[src/spi2d_pkg.sv]
package spi2d_pkg;

   // defaults for the top level parameters
   localparam int COORD_WIDTH_DEF      = 32;
   localparam int SINE_TABLE_DEPTH_DEF = 1024;

   // field widths of the streams
   localparam int FIELD_W   = 32;
   localparam int ANGLE_W   = 16;
   localparam int REQ_DATA_W = 288;
   localparam int REQ_USER_W = 3;
   localparam int RSP_DATA_W = 8;
   localparam int RSP_USER_W = 1;

   // queue between front and back
   localparam int QUEUE_DEPTH = 4;

   // sine series constants
   localparam logic [63:0] ONE_Q30     = 64'd1073741824;
   localparam logic [63:0] HALF_PI_Q30 = 64'd1686629713;
   localparam logic [63:0] UNIT_Q16    = 64'd65536;
   localparam logic [31:0] QUARTER_TURN = 32'h4000_0000;

   // pair kinds
   typedef enum logic [2:0] {
      CMD_CC   = 3'd0,
      CMD_BB   = 3'd1,
      CMD_CB   = 3'd2,
      CMD_COBB = 3'd3,
      CMD_BOBB = 3'd4,
      CMD_OO   = 3'd5
   } cmd_type;

   // cosine and sine in Q1.16
   typedef struct packed {
      logic signed [17:0] cos;
      logic signed [17:0] sin;
   } trig_type;

   // one classified pair as it moves from front to back
   typedef struct packed {
      cmd_type            op;
      logic               bad;
      logic signed [31:0] a_x0;
      logic signed [31:0] a_y0;
      logic signed [31:0] a_x1;
      logic signed [31:0] a_y1;
      logic signed [31:0] b_x0;
      logic signed [31:0] b_y0;
      logic signed [31:0] b_x1;
      logic signed [31:0] b_y1;
      trig_type           t1;
      trig_type           t2;
   } job_type;

   // sine over the quarter wave, Horner series in Q2.30
   function automatic logic [63:0] quarter_sin(input logic [63:0] u);
      logic [63:0] x, x2, t, r;
      x  = (u * HALF_PI_Q30) >> 30;
      x2 = (x * x) >> 30;
      t  = ONE_Q30 - x2 / 64'd110;
      t  = ONE_Q30 - ((x2 * t) >> 30) / 64'd72;
      t  = ONE_Q30 - ((x2 * t) >> 30) / 64'd42;
      t  = ONE_Q30 - ((x2 * t) >> 30) / 64'd20;
      t  = ONE_Q30 - ((x2 * t) >> 30) / 64'd6;
      r  = (((x * t) >> 30) + 64'd8192) >> 14;
      return (r > UNIT_Q16) ? UNIT_Q16 : r;
   endfunction

   // sine of a Q0.32 turn fraction with quadrant symmetry
   function automatic logic signed [17:0] sin_phase(input logic [31:0] phase);
      logic [63:0]        u, v;
      logic signed [17:0] mag;
      u = {34'd0, phase[29:0]};
      if (phase[30]) u = ONE_Q30 - u;
      v   = quarter_sin(u);
      mag = 18'(v);
      return phase[31] ? -mag : mag;
   endfunction

   // floor(idx * 2^32 / depth) by shift and subtract
   function automatic logic [31:0] phase_of(input logic [31:0] idx, input logic [31:0] depth);
      logic [63:0] num, rem, q;
      num = {idx, 32'd0};
      rem = '0;
      q   = '0;
      for (int i = 63; i >= 0; i--) begin
         rem = {rem[62:0], num[i]};
         q   = {q[62:0], 1'b0};
         if (rem >= {32'd0, depth}) begin
            rem  = rem - {32'd0, depth};
            q[0] = 1'b1;
         end
      end
      return q[31:0];
   endfunction

   // one entry of the angle table
   function automatic trig_type trig_entry(input logic [31:0] idx, input logic [31:0] depth);
      trig_type    r;
      logic [31:0] ph;
      ph    = phase_of(idx, depth);
      r.sin = sin_phase(ph);
      r.cos = sin_phase(ph + QUARTER_TURN);
      return r;
   endfunction

endpackage

[src/spi2d_queue.sv]
module spi2d_queue import spi2d_pkg::*; (
   input  logic    clock,
   input  logic    reset,
   input  logic    push_valid,
   output logic    push_ready,
   input  job_type push_data,
   output logic    pop_valid,
   input  logic    pop_ready,
   output job_type pop_data
);

   localparam int QW = $clog2(QUEUE_DEPTH);

   job_type      mem_ff [QUEUE_DEPTH];
   logic [QW-1:0] wr_ff, wr_in, rd_ff, rd_in;
   logic [QW:0]   cnt_ff, cnt_in;
   logic          push, pop;

   assign push_ready = (cnt_ff != (QW+1)'(QUEUE_DEPTH));
   assign pop_valid  = (cnt_ff != '0);
   assign push       = push_valid && push_ready;
   assign pop        = pop_valid && pop_ready;
   assign pop_data   = mem_ff[rd_ff];

   // pointer and fill count update
   always_comb begin
      wr_in  = push ? QW'(wr_ff + 1'b1) : wr_ff;
      rd_in  = pop ? QW'(rd_ff + 1'b1) : rd_ff;
      cnt_in = cnt_ff + (QW+1)'(push) - (QW+1)'(pop);
   end

   always_ff @(posedge clock) begin
      if (reset) begin
         wr_ff  <= '0;
         rd_ff  <= '0;
         cnt_ff <= '0;
      end else begin
         wr_ff  <= wr_in;
         rd_ff  <= rd_in;
         cnt_ff <= cnt_in;
      end
      if (push) begin
         mem_ff[wr_ff] <= push_data;
      end
   end

endmodule

[config.mk]
export PLATFORM = sky130hd
export DESIGN_NAME = spi2d_queue
export DESIGN_NICKNAME = d
export VERILOG_FILES = /design/src/spi2d_pkg.sv /design/src/spi2d_queue.sv
export SDC_FILE = /design/constraint.sdc
export NUM_CORES = 1
export LEC_CHECK = 0
export BUFFER_PORTS_ARGS = -buffer_cell sky130_fd_sc_hd__buf_2
export CAP_MARGIN = 20
export CORE_UTILIZATION = 52
export DETAILED_ROUTE_END_ITERATION = 10
export PLACE_DENSITY = 0.73
export SETUP_SLACK_MARGIN = 0.1
export SYNTH_ARGS = -nofsm -noshare
export SYNTH_HDL_FRONTEND = slang
export SYNTH_SLANG_ARGS = --single-unit
[constraint.sdc]
create_clock -name clock -period 13.4 [get_ports clock]
set_input_delay 1.34 -clock clock [delete_from_list [all_inputs] [get_ports clock]]
set_output_delay 1.34 -clock clock [all_outputs]
set_load 0.02 [all_outputs]
==> summary.md <==
| Metric | Value |
|---|---|
| Port Buffers | 669 |
| Clock Tree Root | clkbuf_16 |
| Post-route setup TNS | 0 ns |
| Int Power | about 8.4 mW |
| Worst hold margin | about 0.53 ns |
| Residual DRC | 0 |
| Leading area contributor after synthesis | edfxtp_1 |
| CP max-delay cell | dfxtp_4 |
| Slew Viols, Final | 0 |
| Synth Instances | roughly 1800 |
| Vias post-DR | 21947 |
| Worst Hold Path Cells | 2 |
| CTS buffer count | 134 |
| CP Data Arrival Time | about 4.4 ns |
| Tmin final | 5.762 ns |
| Initial antenna violation count | 48 |
| Critical Path Start Type | register |
| Stages on worst setup path | 4 |
| Area of placed instances | 0.05296 sq mm |
| Layout Cells excl Fill | 3917 |
| Worst min-delay path category | reg -> reg |
| I/O pin count | between 600 and 700 |
| Final hold vios | 0 |
| Die Width | 307.0 um |
| Period utilization | 0.4300 |
| Worst-Skew Late Latency | 0.75 ns |
| Final WS setup | between 7 and 8 ns |
| Logic pwr share | 0.240 |
| Die Height | 307.0 um |
| Setup CP Type | reg -> out |
| FP Rows | roughly 110 |
| Worst endpoint required time | 12.06 ns |
| Worst path buffer plus inverter count | 3 |
| Fin area | 0.05751 sq mm |
| Syn avg cell area | around 27 sq um |
| Final Setup Violations | 0 |
| Overall Global Routing Usage | 0.2104 |
| Die area | 0.09427 sq mm |
| Net load switching power | about 3.4 mW |
| Initial Util | 0.5262 |
| Sequential Power Share | 0.445 |
| Sw frac | 0.2876 |
| Vias in the first global route | 23124 |
| Number of synthesized register bits | 1337 |
| Via/cell ratio | approximately 5.6 |
| Clock Sinks | 1337 |
| Clock buffer depth | 3 |
| Maxcap violations | 0 |
| DP Wirelength | between 50000 and 60000 um |
| DR WL/cell | approximately 25 um |
| Distinct cells, synth | 23 |
| Post-Syn Nets | 2126 |
| Post-Place Cells | 3641 |
| Remaining antenna violation count after routing | 0 |
| Most frequent CP cell | buf_4 |
| Initial DRC Count | 1795 |
| RSZ-0062 raised after global routing | false |
| Power share of the clock group | 0.315 |
| Crit-path max cell delay | 1.07 ns |
| VDD IR max | around 200 uV |
| Achievable clock frequency | approximately 170 MHz |
| Sequential-to-total area share from yosys stat | 0.8280 |
| Setup repair bufs after CTS | 0 |
| Hold buffers post-CTS | 0 |
| Mapped Area | 0.04838 sq mm |
| Layout Utilization | 0.6255 |
| Final wirelength | around 99000 um |
| Leak | approximately 19 nW |
| Setup crit end kind | output pin |
| Area delta synth->final | 18.85% |
| Core area | 0.09194 sq mm |
| Share of the synthesized area in the top cell type | 0.8242 |
| Clock Skews | 0.03237 ns |
| Global-route wire length before repair | around 140000 um |
| Rel. slew slack | 0.1240 |
| Cells resized by post-CTS repair | 0 |
| Syn. warnings | 0 |
| Area contributors post-synth | edfxtp_1 82%, mux4_2 15%, buf_6 0.74% |
| Pre-antenna DRT Iters | 5 |
| Pwr Total | 11.85 mW |
| Reg clk slew, reported paths | 0.06 ns |
| Register-to-Register Path Depth | 5 |
| Crit-path leading delay family | buffers and inverters |
| CTS tree | yes |
| Largest net degree at the start of global routing | 157 |
| GPL Wtd Cong | 0.7933 |
| Slew @ Worst Pin | 1.314 ns |
| Dpl ws | around 8.3 ns |
| Pwr dens | 206.1 mW/mm^2 |
| GR Overflow Total | 0 |
| Share of cells above drive strength 1 | 0.4621 |
| Worst-path maximum fanout | 74 |
| H-tree Lvls | 4 |
| Layout Nets | 2877 |
| Crit path cell chain | buf_4, buf_4, mux4_2, buf_2 |
| Outcome | finished clean |
[placed cells by master (no fill, tap or decap), types with 2 or more instances in the layout]
cell,n
edfxtp_1,1328
buf_2,669
mux4_2,332
clkbuf_16,138
diode_2,36
clkbuf_1,29
clkinv_2,22
clkinv_1,21
buf_4,16
bufinv_16,15
nor2_1,8
dfxtp_1,7
ha_1,6
inv_1,5
clkinv_8,5
buf_12,5
and2_4,4
inv_16,3
xor2_1,2
nand2b_1,2
dfxtp_4,2
inv_6,2
clkbuf_8,2
clkinv_16,2
[worst paths after layout]
check / startpoint / endpoint / slack, ns
max reg2reg: cnt_ff[1] / mem_ff[3][137] / 9.12
min reg2reg: rd_ff[1] / rd_ff[1] / 0.53
min: rd_ff[1] / rd_ff[1] / 0.53
max: register / pop_data[322] / 7.64
[cell usage after synthesis]
cell,instances
ha_1,6
or3_1,1
and2_1,5
o31a_1,1
mux2_2,1
buf_2,35
dfxtp_1,9
buf_6,32
inv_1,5
a21boi_1,1
nand2b_1,2
xnor2_1,1
clkbuf_1,8
mux2i_1,1
mux4_2,332
xor2_1,2
fa_1,1
nand2_1,1
edfxtp_1,1328
nor2b_1,1
o311ai_0,1
nor2_1,8
nor3_1,1
[metal layers]
layer / routed length (um) / global-route usage / vias to the layer above
met3: 8767 / 0.07457 / 241
met2: 50340 / 0.3417 / 871
li1: - / - / 9325
met5: 249 / 0 / -
met4: 3836 / 0.09927 / 36
met1: 35920 / 0.2529 / 11474
[layout make-up]
cell class | count | area, sq um
clock buffers | 169 | 3590
repair buffers | 690 | 3568
clock inverters | 71 | 867.1
diodes | 36 | 90.09
fillers | 6082 | 34440
flip-flops and latches | 1337 | 40070
well taps | 1243 | 1555
multi-input cells | 366 | 7750
inverters | 5 | 18.77
[power groups by stage]
stage | sequential, mW | combinational (mW) | clock [mW]
after floorplan | 5.45 | 2.02 | 0
after detailed placement | 5.36 | 2.88 | 0
after global placement | 5.32 | 2.86 | 0
final | 5.27 | 2.85 | 3.73
after CTS | 5.28 | 2.90 | 3.80
after global routing | 5.31 | 3.01 | 3.96
[cell families after synthesis]
logic type | share of synthesized area
buffers and inverters | 0.01208
xor gates and xnor gates | 0.0005432
AOI/OAI and AO/OA | 0.0005173
muxes | 0.1550
adders and majority gates | 0.001965
and+or+nand+nor | 0.001965
DFF | 0.8280
[registers in the layout, summed over array words and instances (netlist names), named ones only]
signal,cells
cnt_ff,3
mem_ff,1328
wr_ff,2
rd_ff,2
[worst register-to-register path, cell delays in order (launching register included)]
cell and delay (ns):
dfxtp_1 0.44, nor2_1 0.11, a21boi_1 0.50, and2_4 0.88, buf_4 0.93, buf_4 0.95
(Power assumes the default switching activity.)
